## config.mk

```make
export PLATFORM = sky130hd
export DESIGN_NAME = ordered_array_list_engine_unit
export DESIGN_NICKNAME = d
export VERILOG_FILES = /design/src/rtl/core/oale_pkg.sv /design/src/rtl/core/oale_ram.sv /design/src/rtl/core/ordered_array_list_engine_unit.sv
export VERILOG_INCLUDE_DIRS = /design/src /design/src/rtl/core
export SDC_FILE = /design/constraint.sdc
export NUM_CORES = 2
export LEC_CHECK = 0
export CAP_MARGIN = 20
export CORE_MARGIN = 3
export CORE_UTILIZATION = 43
export DETAILED_ROUTE_END_ITERATION = 8
export DONT_BUFFER_PORTS = 1
export MAX_ROUTING_LAYER = met4
export REMOVE_ABC_BUFFERS = 1
export SLEW_MARGIN = 20
export SYNTH_ARGS = -nofsm -noshare
export SYNTH_HDL_FRONTEND = slang
export SYNTH_SLANG_ARGS = --single-unit
```

## constraint.sdc

```tcl
create_clock -name clk -period 10.7 [get_ports clk]
set_input_delay 0.535 -clock clk [delete_from_list [all_inputs] [get_ports clk]]
set_output_delay 0.535 -clock clk [all_outputs]
set_load 0.05 [all_outputs]
```

## src/rtl/core/ordered_array_list_engine_unit_assert.svh

```systemverilog
// Assertion macros for the ordered array list engine.
// Expect clk and rst_n in the scope of use; empty when SYNTH is defined.
`ifndef ORDERED_ARRAY_LIST_ENGINE_UNIT_ASSERT_SVH
`define ORDERED_ARRAY_LIST_ENGINE_UNIT_ASSERT_SVH
`ifndef SYNTH
`define OALE_ASSERT_SAME(lbl, ante, cons, msg) \
  lbl: assert property (@(posedge clk) disable iff (!rst_n) (ante) |-> (cons)) else $error(msg);
`define OALE_ASSERT_NEXT(lbl, ante, cons, msg) \
  lbl: assert property (@(posedge clk) disable iff (!rst_n) (ante) |=> (cons)) else $error(msg);
`else
`define OALE_ASSERT_SAME(lbl, ante, cons, msg)
`define OALE_ASSERT_NEXT(lbl, ante, cons, msg)
`endif
`endif

```

## src/rtl/core/oale_pkg.sv

```systemverilog
// Shared types and constants of the ordered array list engine.
// No dependencies.
`timescale 1ns / 1ps
package oale_pkg;

  localparam int CMD_W  = 3;
  localparam int POS_W  = 6;
  localparam int VAL_W  = 32;
  localparam int STAT_W = 2;
  localparam int CNT_W  = 6;

  localparam int DEF_CAPACITY = 32;

  typedef enum logic [CMD_W-1:0] {
    CMD_INSERT  = 3'd0,
    CMD_DELETE  = 3'd1,
    CMD_SORTED  = 3'd2,
    CMD_REVERSE = 3'd3,
    CMD_READ    = 3'd4,
    CMD_CLEAR   = 3'd5
  } cmd_t;

  typedef enum logic [STAT_W-1:0] {
    STAT_OK     = 2'd0,
    STAT_FULL   = 2'd1,
    STAT_BADPOS = 2'd2
  } status_t;

  typedef enum logic [3:0] {
    ST_IDLE,
    ST_SEARCH,
    ST_SHIFT_UP,
    ST_SHIFT_DN,
    ST_PUT,
    ST_REV_RD,
    ST_REV_LO,
    ST_REV_HI,
    ST_RD_CAP,
    ST_EMIT
  } state_t;

endpackage

```

## src/rtl/core/oale_ram.sv

```systemverilog
// Generic RAM: one write port, two registered read ports.
// No dependencies.
`timescale 1ns / 1ps
module oale_ram #(
  parameter int WIDTH = 32,
  parameter int DEPTH = 32,
  localparam int AW = (DEPTH > 1) ? $clog2(DEPTH) : 1
) (
  input  logic             clk,
  input  logic             we,
  input  logic [AW-1:0]    waddr,
  input  logic [WIDTH-1:0] wdata,
  input  logic [AW-1:0]    raddr_a,
  output logic [WIDTH-1:0] rdata_a,
  input  logic [AW-1:0]    raddr_b,
  output logic [WIDTH-1:0] rdata_b
);

  logic [WIDTH-1:0] mem [DEPTH];

  always_ff @(posedge clk) begin
    if (we) begin
      mem[waddr] <= wdata;
    end
    rdata_a <= mem[raddr_a];
    rdata_b <= mem[raddr_b];
  end

endmodule

```

## src/rtl/core/ordered_array_list_engine_unit.sv

```systemverilog
// Ordered array list engine: packed list of signed values in one RAM.
// Depends on oale_pkg, oale_ram and ordered_array_list_engine_unit_assert.svh.
//
//  channel | ports                                  | direction
//  --------+----------------------------------------+----------
//  in      | in_valid/in_ready, cmd, position, value | to block
//  out     | out_valid/out_ready, status, read_value,| from block
//          | count                                  |
//
// One item at a time; each element move uses the single write port.
// Insert shifts the tail up one element at a time, then writes the value; sorted insert
//   first searches for the first element >= value; delete shifts the tail down; reverse
//   swaps pairs from both ends; read captures one element; the rest go to the result.
// Reset clears length and control state only; the RAM holds no reset value.
// A waiting result holds in the load state until the output register frees.
`timescale 1ns / 1ps
`include "ordered_array_list_engine_unit_assert.svh"
module ordered_array_list_engine_unit #(
  parameter int CAPACITY = oale_pkg::DEF_CAPACITY
) (
  input  logic                                 clk,
  input  logic                                 rst_n,
  input  logic                                 in_valid,
  output logic                                 in_ready,
  input  logic [oale_pkg::CMD_W-1:0]           in_cmd,
  input  logic [oale_pkg::POS_W-1:0]           in_position,
  input  logic signed [oale_pkg::VAL_W-1:0]    in_value,
  output logic                                 out_valid,
  input  logic                                 out_ready,
  output logic [oale_pkg::STAT_W-1:0]          out_status,
  output logic signed [oale_pkg::VAL_W-1:0]    out_read_value,
  output logic [oale_pkg::CNT_W-1:0]           out_count
);

  localparam int CW = oale_pkg::CNT_W;
  localparam int VW = oale_pkg::VAL_W;
  localparam int AW = (CAPACITY > 1) ? $clog2(CAPACITY) : 1;
  localparam logic [CW-1:0] CAP_L = CW'(CAPACITY);

  // control and list state
  oale_pkg::state_t  state_r, state_nxt;
  logic [CW-1:0]     len_r, len_nxt;
  logic [CW-1:0]     ptr_r, ptr_nxt;    // RAM read pointer
  logic [CW-1:0]     slot_r, slot_nxt;  // where the new value lands
  logic [CW-1:0]     lo_r, lo_nxt;
  logic [CW-1:0]     hi_r, hi_nxt;
  logic [VW-1:0]     val_r, val_nxt;
  logic [VW-1:0]     tmp_r, tmp_nxt;    // low element of a swap pair
  logic              wpend_r, wpend_nxt; // write read data back next cycle
  logic [CW-1:0]     wa_r, wa_nxt;

  // result waiting for the output register
  oale_pkg::status_t res_status_r, res_status_nxt;
  logic [VW-1:0]     res_rd_r, res_rd_nxt;

  // output register
  logic              out_valid_r, out_valid_nxt;
  logic [oale_pkg::STAT_W-1:0] out_status_r, out_status_nxt;
  logic [VW-1:0]     out_rd_r, out_rd_nxt;
  logic [CW-1:0]     out_count_r, out_count_nxt;

  // RAM ports
  logic              ram_we;
  logic [AW-1:0]     ram_waddr, ram_raddr_a, ram_raddr_b;
  logic [VW-1:0]     ram_wdata, rd_a, rd_b;

  // command decode, used while idle
  oale_pkg::cmd_t    cmd;
  logic              accept;
  logic              is_full;
  logic              ins_bad;   // insert position outside 1..len+1
  logic              acc_bad;   // delete/read position outside 1..len
  logic [CW-1:0]     slot_in;
  logic              found_ge;  // search hit: element >= value
  logic              load_out;

  assign cmd      = oale_pkg::cmd_t'(in_cmd);
  assign in_ready = (state_r == oale_pkg::ST_IDLE);
  assign accept   = in_valid && in_ready;
  assign is_full  = (len_r >= CAP_L);
  assign ins_bad  = (in_position == '0) ||
                    ({1'b0, in_position} > ({1'b0, len_r} + (CW+1)'(1)));
  assign acc_bad  = (in_position == '0) || (in_position > len_r);
  assign slot_in  = in_position - CW'(1);
  assign found_ge = ($signed(rd_a) >= $signed(val_r));
  assign load_out = (state_r == oale_pkg::ST_EMIT) && (!out_valid_r || out_ready);

  oale_ram #(
    .WIDTH (VW),
    .DEPTH (CAPACITY)
  ) u_store (
    .clk     (clk),
    .we      (ram_we),
    .waddr   (ram_waddr),
    .wdata   (ram_wdata),
    .raddr_a (ram_raddr_a),
    .rdata_a (rd_a),
    .raddr_b (ram_raddr_b),
    .rdata_b (rd_b)
  );

  // next state
  always_comb begin
    state_nxt = state_r;
    case (state_r)
      oale_pkg::ST_IDLE: begin
        if (in_valid) begin
          case (cmd)
            oale_pkg::CMD_INSERT: begin
              if (is_full || ins_bad) state_nxt = oale_pkg::ST_EMIT;
              else if (slot_in == len_r) state_nxt = oale_pkg::ST_PUT;
              else state_nxt = oale_pkg::ST_SHIFT_UP;
            end
            oale_pkg::CMD_DELETE: begin
              if (acc_bad || in_position == len_r) state_nxt = oale_pkg::ST_EMIT;
              else state_nxt = oale_pkg::ST_SHIFT_DN;
            end
            oale_pkg::CMD_SORTED: begin
              if (is_full) state_nxt = oale_pkg::ST_EMIT;
              else if (len_r == '0) state_nxt = oale_pkg::ST_PUT;
              else state_nxt = oale_pkg::ST_SEARCH;
            end
            oale_pkg::CMD_REVERSE: begin
              if (len_r < CW'(2)) state_nxt = oale_pkg::ST_EMIT;
              else state_nxt = oale_pkg::ST_REV_RD;
            end
            oale_pkg::CMD_READ: begin
              if (acc_bad) state_nxt = oale_pkg::ST_EMIT;
              else state_nxt = oale_pkg::ST_RD_CAP;
            end
            default: state_nxt = oale_pkg::ST_EMIT;
          endcase
        end
      end
      oale_pkg::ST_SEARCH: begin
        if (found_ge) state_nxt = oale_pkg::ST_SHIFT_UP;
        else if (ptr_r + CW'(1) == len_r) state_nxt = oale_pkg::ST_PUT;
      end
      oale_pkg::ST_SHIFT_UP: begin
        if (ptr_r == slot_r) state_nxt = oale_pkg::ST_PUT;
      end
      oale_pkg::ST_SHIFT_DN: begin
        if (ptr_r == len_r - CW'(1)) state_nxt = oale_pkg::ST_EMIT;
      end
      oale_pkg::ST_PUT: begin
        if (!wpend_r) state_nxt = oale_pkg::ST_EMIT;
      end
      oale_pkg::ST_REV_RD: state_nxt = oale_pkg::ST_REV_LO;
      oale_pkg::ST_REV_LO: state_nxt = oale_pkg::ST_REV_HI;
      oale_pkg::ST_REV_HI: begin
        if ((lo_r + CW'(1)) < (hi_r - CW'(1))) state_nxt = oale_pkg::ST_REV_LO;
        else state_nxt = oale_pkg::ST_EMIT;
      end
      oale_pkg::ST_RD_CAP: state_nxt = oale_pkg::ST_EMIT;
      oale_pkg::ST_EMIT: begin
        if (load_out) state_nxt = oale_pkg::ST_IDLE;
      end
      default: state_nxt = oale_pkg::ST_IDLE;
    endcase
  end

  // datapath, RAM control and output register
  always_comb begin
    len_nxt        = len_r;
    ptr_nxt        = ptr_r;
    slot_nxt       = slot_r;
    lo_nxt         = lo_r;
    hi_nxt         = hi_r;
    val_nxt        = val_r;
    tmp_nxt        = tmp_r;
    wpend_nxt      = 1'b0;
    wa_nxt         = wa_r;
    res_status_nxt = res_status_r;
    res_rd_nxt     = res_rd_r;
    out_valid_nxt  = out_valid_r && !out_ready;
    out_status_nxt = out_status_r;
    out_rd_nxt     = out_rd_r;
    out_count_nxt  = out_count_r;
    ram_raddr_a    = ptr_r[AW-1:0];
    ram_raddr_b    = hi_r[AW-1:0];
    ram_we         = 1'b0;
    ram_waddr      = wa_r[AW-1:0];
    ram_wdata      = rd_a;

    // a pending shift write always goes first
    if (wpend_r) begin
      ram_we = 1'b1;
    end

    case (state_r)
      oale_pkg::ST_IDLE: begin
        ram_raddr_a = (cmd == oale_pkg::CMD_SORTED) ? '0 : slot_in[AW-1:0];
        if (accept) begin
          res_status_nxt = oale_pkg::STAT_OK;
          res_rd_nxt     = '0;
          val_nxt        = in_value;
          lo_nxt         = '0;
          hi_nxt         = len_r - CW'(1);
          case (cmd)
            oale_pkg::CMD_INSERT: begin
              slot_nxt = slot_in;
              ptr_nxt  = len_r - CW'(1);
              if (is_full) res_status_nxt = oale_pkg::STAT_FULL;
              else if (ins_bad) res_status_nxt = oale_pkg::STAT_BADPOS;
            end
            oale_pkg::CMD_DELETE: begin
              ptr_nxt = in_position;
              if (acc_bad) res_status_nxt = oale_pkg::STAT_BADPOS;
              else if (in_position == len_r) len_nxt = len_r - CW'(1);
            end
            oale_pkg::CMD_SORTED: begin
              slot_nxt = '0;
              ptr_nxt  = '0;
              if (is_full) res_status_nxt = oale_pkg::STAT_FULL;
            end
            oale_pkg::CMD_READ: begin
              if (acc_bad) res_status_nxt = oale_pkg::STAT_BADPOS;
            end
            oale_pkg::CMD_CLEAR: len_nxt = '0;
            default: ;
          endcase
        end
      end
      oale_pkg::ST_SEARCH: begin
        // rd_a holds element ptr_r; fetch the next one meanwhile
        ram_raddr_a = AW'(ptr_r + CW'(1));
        if (found_ge) begin
          slot_nxt = ptr_r;
          ptr_nxt  = len_r - CW'(1);
        end else if (ptr_r + CW'(1) == len_r) begin
          slot_nxt = len_r;
        end else begin
          ptr_nxt = ptr_r + CW'(1);
        end
      end
      oale_pkg::ST_SHIFT_UP: begin
        wpend_nxt = 1'b1;
        wa_nxt    = ptr_r + CW'(1);
        if (ptr_r != slot_r) ptr_nxt = ptr_r - CW'(1);
      end
      oale_pkg::ST_SHIFT_DN: begin
        wpend_nxt = 1'b1;
        wa_nxt    = ptr_r - CW'(1);
        if (ptr_r == len_r - CW'(1)) len_nxt = len_r - CW'(1);
        else ptr_nxt = ptr_r + CW'(1);
      end
      oale_pkg::ST_PUT: begin
        if (!wpend_r) begin
          ram_we    = 1'b1;
          ram_waddr = slot_r[AW-1:0];
          ram_wdata = val_r;
          len_nxt   = len_r + CW'(1);
        end
      end
      oale_pkg::ST_REV_RD: begin
        ram_raddr_a = lo_r[AW-1:0];
        ram_raddr_b = hi_r[AW-1:0];
      end
      oale_pkg::ST_REV_LO: begin
        ram_we    = 1'b1;
        ram_waddr = lo_r[AW-1:0];
        ram_wdata = rd_b;
        tmp_nxt   = rd_a;
      end
      oale_pkg::ST_REV_HI: begin
        ram_we      = 1'b1;
        ram_waddr   = hi_r[AW-1:0];
        ram_wdata   = tmp_r;
        ram_raddr_a = AW'(lo_r + CW'(1));
        ram_raddr_b = AW'(hi_r - CW'(1));
        lo_nxt      = lo_r + CW'(1);
        hi_nxt      = hi_r - CW'(1);
      end
      oale_pkg::ST_RD_CAP: res_rd_nxt = rd_a;
      oale_pkg::ST_EMIT: begin
        if (load_out) begin
          out_valid_nxt  = 1'b1;
          out_status_nxt = res_status_r;
          out_rd_nxt     = res_rd_r;
          out_count_nxt  = len_r;
        end
      end
      default: ;
    endcase
  end

  always_ff @(posedge clk) begin
    if (!rst_n) begin
      state_r     <= oale_pkg::ST_IDLE;
      len_r       <= '0;
      wpend_r     <= 1'b0;
      out_valid_r <= 1'b0;
    end else begin
      state_r     <= state_nxt;
      len_r       <= len_nxt;
      wpend_r     <= wpend_nxt;
      out_valid_r <= out_valid_nxt;
    end
  end

  always_ff @(posedge clk) begin
    ptr_r        <= ptr_nxt;
    slot_r       <= slot_nxt;
    lo_r         <= lo_nxt;
    hi_r         <= hi_nxt;
    val_r        <= val_nxt;
    tmp_r        <= tmp_nxt;
    wa_r         <= wa_nxt;
    res_status_r <= res_status_nxt;
    res_rd_r     <= res_rd_nxt;
    out_status_r <= out_status_nxt;
    out_rd_r     <= out_rd_nxt;
    out_count_r  <= out_count_nxt;
  end

  assign out_valid      = out_valid_r;
  assign out_status     = out_status_r;
  assign out_read_value = $signed(out_rd_r);
  assign out_count      = out_count_r;

  `OALE_ASSERT_SAME(a_len_in_range, 1'b1, len_r <= CAP_L, "list length above capacity")
  `OALE_ASSERT_NEXT(a_accept_busy, accept, state_r != oale_pkg::ST_IDLE, "accepted item not worked")
  `OALE_ASSERT_NEXT(a_emit_loads, load_out, out_valid_r && state_r == oale_pkg::ST_IDLE, "result not loaded")
  `OALE_ASSERT_SAME(a_rd_zero, out_valid_r && out_status_r != oale_pkg::STAT_OK, out_rd_r == '0, "read value set on error")

endmodule
```

Word level (Yosys, flattened, before mapping)
Memories as Yosys holds them, arrays and structs flattened. A register that Yosys moved wholly into a read port is not among the register bits.
Cells that the tools add are included.

storage, ports and cells
  bits in registers = 179
  bits in writable memories = 1,024
  input port bits = 45
  memories kept = 1

memories
  memory       depth  bits a word  rd ports  clocked after Yosys merged registers in  wr ports  RTL line        RTL
  u_store.mem  32     32           2         2                                        1         oale_ram.sv:19  logic [WIDTH-1:0] mem [DEPTH];

operators by class
  add/sub/neg operators = 8
  $lt $le $gt $ge = 6
  equal/unequal tests = 35
  muxes and demuxes = 63
  reduce and logical (&&, ||, !) cells = 31

operators by type and width
  kind                   count
  $pmux W32 S3           1
  $mux W6                15
  $mux W32               2
  $pmux W32 S2           1
  $pmux W6 S2            5
  $mux W4                12
  $pmux W4 S10           1
  $pmux W6 S3            2
  $ge A32 B32 Y1         1
  $eq A6 B6 Y1           5
  $pmux W6 S4            1
  $sub A6 B1 Y6 const B  4
  $pmux W4 S5            1
  $pmux W5 S4            1
  $add A6 B1 Y6 const B  3
  $eq A4 B3 Y1 const B   4
  $mux W5                3
  $pmux W5 S3            1
  $ne A2 B2 Y1 const B   7
  $logic_not A6 Y1       2
  $ne A3 B3 Y1 const B   4
  $reduce_and A6 Y1      2
  $pmux W5 S2            1
  $mux W1                9
  32 further kinds       55

Depth between registers and ports, before layout
  depth in word-level cells = 8
  gate-level depth with buffers = 17

By module
From an unflattened synthesis, not the netlist that was laid out.

unflattened totals
  cells, all modules = 4,354
  area total of the unflattened synthesis = 59,873.7 µm²

modules (own cells, without submodules)
  module                          times used  cells an instance  area each (µm²)
  oale_ram                        1           3,450              50,040.5
  ordered_array_list_engine_unit  1           904                9,833.2

Least setup slack after synthesis
No wires, ideal clock.

  path kind = register to register
  start point = register state_r[1]
  end point = register out_count_r[0], in the netlist out_count[0] (enable)
  library setup time = 0.537 ns
  data arrival time = 4.700 ns
  data required time = 10.163 ns
  path slack = 5.463 ns
  cell stages (with the launch flop) = 5
  buffers on the path = 3
  period minus slack after synthesis = 5.237 ns
  cells stage by stage = dfxtp_1 -> buf_6 -> buf_2 -> buf_1 -> nor4_1

between the ends
  cells in the longest elaborated chain, start to end = 3

ends and longest elaborated chain
  item                             RTL line                                                                     RTL
  start, declared                  ordered_array_list_engine_unit.sv:41                                         oale_pkg::state_t state_r, state_nxt;
  start signal, assigned           ordered_array_list_engine_unit.sv:289                                        state_r <= oale_pkg::ST_IDLE;
  start signal, assigned           ordered_array_list_engine_unit.sv:294                                        state_r <= state_nxt;
  $eq A4 B4 Y1 (*)                 ordered_array_list_engine_unit.sv:86, ordered_array_list_engine_unit.sv:190
  $logic_and A1 B1 Y1              ordered_array_list_engine_unit.sv:86                                         assign load_out = (state_r == oale_pkg::ST_EMIT) && (!out_valid_r || out_ready);
  $reduce_and A2 Y1 (no line) (*)  --
  end signal, assigned             ordered_array_list_engine_unit.sv:313                                        out_count_r <= out_count_nxt;
  end, declared                    ordered_array_list_engine_unit.sv:60                                         logic [CW-1:0] out_count_r, out_count_nxt;

Every way passes the cells marked *; elsewhere a longest branch is shown, timed or not.
A chain may end at the register's enable or synchronous reset.

Worst setup path after layout
  start point = register state_r[1]
  end point = register u_store.rdata_b[8], read port of u_store.mem

between the ends
  cells in the longest elaborated chain, start to end = 2

ends and longest elaborated chain
  item           RTL line                               RTL
  $eq A4 B3 Y1   ordered_array_list_engine_unit.sv:190  case (state_r)
  $mux W5        ordered_array_list_engine_unit.sv:190
  end, declared  oale_ram.sv:16                         output logic [WIDTH-1:0] rdata_b

Every way passes these cells.

==> results.txt <==
Status -> finished, final reports clean
Setup clock skew after layout -> 0.0292 ns
Number of stages on the worst setup path -> 12
Standard cell with the maximum stage delay on the critical path -> sky130_fd_sc_hd__buf_4
Smallest hold slack -> 0.0729 ns
Critical Path Source -> state_r[1]
TritonCTS clock tree -> built
Share of power burned in combinational logic -> 47.7%
Number of instances in the synthesized netlist -> 4,014
Number of cells upsized or downsized after cts -> 0
Final period demand of the worst path -> 6.11 ns
Final setup violation count -> 0
Fill cell instance count of the final layout -> 11,800
Initial antenna violation count -> 5
Register-to-register setup slack -> 4.59 ns
Max-slew violation total from the final report -> 0
Netlist area before placement -> 0.0609 mm2
Synth Register Bits -> 1,267
Cell area after placement -> 0.0629 mm2
Detailed-route via count -> 39,600
Cell repeated most along the worst path -> sky130_fd_sc_hd__buf_4
Destination of the critical timing path -> u_store.rdata_b[8]
Hold Path Cell Cnt -> 3
Highest-count cells in the layout ignoring fill and taps -> sky130_fd_sc_hd__edfxtp_1 (1,191), sky130_fd_sc_hd__mux2i_1 (399), sky130_fd_sc_hd__nand2_1 (368)
Total die area -> 0.146 mm2
Vias per cell -> 6.67
Average detailed-routed wire length per instance -> 34.2 um
Maximum fanout along the worst path -> 57
Proportion of register bits with asynchronous set or reset after synthesis -> 0%
Remaining antenna violation count after routing -> 0
Unrepaired setup endpoints after global routing -> no
Routed wire length -> 203,000 um
Avg Synthesized Cell Area -> 15.2 um2
Count of nets after finishing -> 4,049
Required time reported for the critical path endpoint -> 11.37 ns
CTS Root Buffer Type -> sky130_fd_sc_hd__clkbuf_16
Gr usage total -> 28.3%
Critical Path Start Type -> register
Standby leakage power -> 22.9 nW
Core Footprint -> 0.140 mm2
Hold WC Path Type -> input pin to register
Level count of the clock H-tree -> 4
Tightest slew margin relative to the limit -> 21.1%
Clock Latency Late Sink -> 0.79 ns
Internal power -> 13.4 mW
Overflow left after global routing -> 0
Die boundary height -> 382 um
CTS buffer count -> 139
Part of the Yosys area used for sequential elements -> 61.2%
Clock Sinks -> 1,267
Cell type contributing the most total cell area after synthesis -> sky130_fd_sc_hd__edfxtp_1
EDFF count, synth -> 1,191
Finished Cell Area -> 0.0679 mm2
First-pass GRT wire length -> 286,000 um
Worst slew pin tran -> 1.18 ns
Number of warnings reported in the yosys synthesis log -> 0
# rows -> 137
Total power after layout -> 23.4 mW
Commonest non-fill, non-tap cell in the layout -> sky130_fd_sc_hd__edfxtp_1
Startpoint of the worst-slack reg-to-reg timing path -> state_r[1]
Data arrival at the endpoint of the critical path -> 6.77 ns
Sequential fraction of design power -> 31.4%
Boundary Pins -> 87
Ratio of cells with drive above 1 in the final layout -> 18.0%
Number of design rule violations left after detail routing -> 0
Cell Pwr Density -> 344 mW/mm2
Clock transition at the registers of the reported paths -> 0.06 ns
Maximum number of pins on one net before global-route repair -> 177
Main flop type after synthesis -> sky130_fd_sc_hd__edfxtp_1
Cells traversed along the worst timing path -> buf_4 -> inv_2 -> nor2_4 -> nand3_4 -> inv_2 -> buf_4 -> ha_4 -> buf_4 -> buf_4 -> mux4_2 -> mux4_2 -> mux2_2
Post-synth top area share -> 58.7%
Final weighted congestion of routability-driven global placement -> 0.882
Number of distinct library cells after synthesis -> 80
Critical Path Max Stage Delay -> 0.86 ns
Violation count after the first detailed-routing iteration -> 5,264
Switching share of total power -> 42.7%
HPWL after detailed placement -> 104,000 um
Critical path start-end classification -> register to register
Bufs and invs on worst path -> 6
Cell types with the largest area share after synthesis -> sky130_fd_sc_hd__edfxtp_1 (59%), sky130_fd_sc_hd__mux4_2 (12%), sky130_fd_sc_hd__mux2i_1 (6.6%)
Number of iterations in the first detailed-routing pass -> 8
Initial standard-cell utilization of the core -> 43.5%
Maximum buffer depth of the clock tree -> 3
Capturing point of the worst reg2reg path -> u_store.rdata_b[8]
Sw power -> 9.98 mW
Port-buffer cells -> 0
Final hold violation count -> 0
VDD IR max -> 0.384 mV
Fmax -> 0.164 GHz
Final setup TNS -> 0 ns
Relative contribution of the clock network to total power -> 20.8%
Fraction of the core area covered by cells at the end of the flow -> 48.5%
Tcrit/Tclk final -> 57.1%
Die X-Extent -> 382 um
Via count of the first global-routing pass -> 38,900
Family with the most delay on the worst path -> buffers and inverters
Number of cells on the worst reg-to-reg path -> 12
Max-cap check violation count -> 0
Area delta synth->final -> 11.5%
Critical Path Sink Type -> register
-- sequential cells by signal, indices dropped and copies added (netlist names) --
name             flops
lo_r                 6
slot_r               6
u_store.rdata_b     32
res_rd_r            32
wa_r                 5
len_r                6
tmp_r               32
wpend_r              1
res_status_r         2
out_count            6
out_status           2
val_r               32
hi_r                 6
u_store.rdata_a     32
out_read_value      32
ptr_r                6
out_valid            1
u_store.mem       1024
state_r              4
-- stage by stage --
stage	setup WS (ns)	cells
2_1_floorplan	-16.18	3675
3_3_place_gp	4.77	5645
3_5_place_dp	4.70	5645
4_1_cts	4.71	5935
5_1_grt	4.50	5935
6_report	4.59	5939
-- Yosys cell counts, drive strengths merged (10+ instances only) --
cell     number
o22ai        45
buf         141
a311oi      125
mux4        320
xor2         20
nand3        23
and2         38
a222oi       35
dfxtp        76
xnor2        35
nand2b       10
a2111oi     132
a211oi      135
clkbuf      198
o221ai       39
inv         191
nor3         24
mux2i       399
nor2         82
nand2       372
ha           58
mux2         36
a21oi        52
nand4        11
o21ai        82
edfxtp     1191
o211ai       36
-- cell type report --
class	instances	area [um2]	area share, %
diodes	4	10.0	0.0147
clock buffers	188	3840	5.66
clock inverters	66	791	1.16
inverters	191	717	1.06
well taps	1876	2350	3.46
multi-input cells	2217	21700	32.0
flip-flops and latches	1267	37300	54.9
repair buffers	130	1150	1.70
-- logic make-up (layout without fill, tap and decap cells) --
logic type | count (synthesis) | count (layout) | share of synthesized area [%]
and+or+nand+nor | 602 | 602 | 4.32
muxes | 755 | 755 | 19.1
AOI/OAI and AO/OA | 744 | 744 | 9.41
xor gates and xnor gates | 58 | 58 | 0.902
DFF | 1267 | 1267 | 61.2
buffers and inverters | 530 | 575 | 3.91
adders and majority gates | 58 | 58 | 1.19
other | 0 | 4 | 0
-- power by group through the flow --
stage	clock network, mW	registers (mW)	logic, mW
after detailed placement	0	7.42	10.9
after global placement	0	7.42	10.8
after CTS	4.94	7.33	10.9
after floorplan	0	7.20	7.62
final	4.87	7.34	11.1
after global routing	5.14	7.37	11.7
-- worst register-to-register path: cells and delay by family, from the launching register on --
kind | cells | cell delay (ns)
fa+ha+maj | 1 | 0.83
flops | 1 | 0.30
simple gates | 2 | 0.26
buf+inv | 6 | 3.36
mux | 3 | 1.25
-- worst min-delay path by stage --
stage / endpoint / startpoint
2_1_floorplan: out_read_value[0] / res_rd_r[0]
6_report: state_r[3] / out_ready
3_5_place_dp: out_read_value[23] / res_rd_r[23]
4_1_cts: state_r[3] / out_ready
3_3_place_gp: out_read_value[31] / res_rd_r[31]
5_1_grt: state_r[3] / out_ready
-- repair_timing --
| item | in CTS | in global routing |
|---|---|---|
| setup buffers | 0 | 0 |
| hold buffers | 36 | 0 |
| hold endpoints to repair | 35 | 0 |
-- routing by layer --
metal  GRT usage [%]  vias up  routed length [um]  share of wire [%]
li1                -    16100                   -                  -
met1            38.5    20300               80800                 40
met2            41.1     2653               89800                 44
met3            6.45      502               23800                 12
met4            11.7        0                8910                4.4
met5               -        -                   0                  0
(Power assumes the default switching activity.)
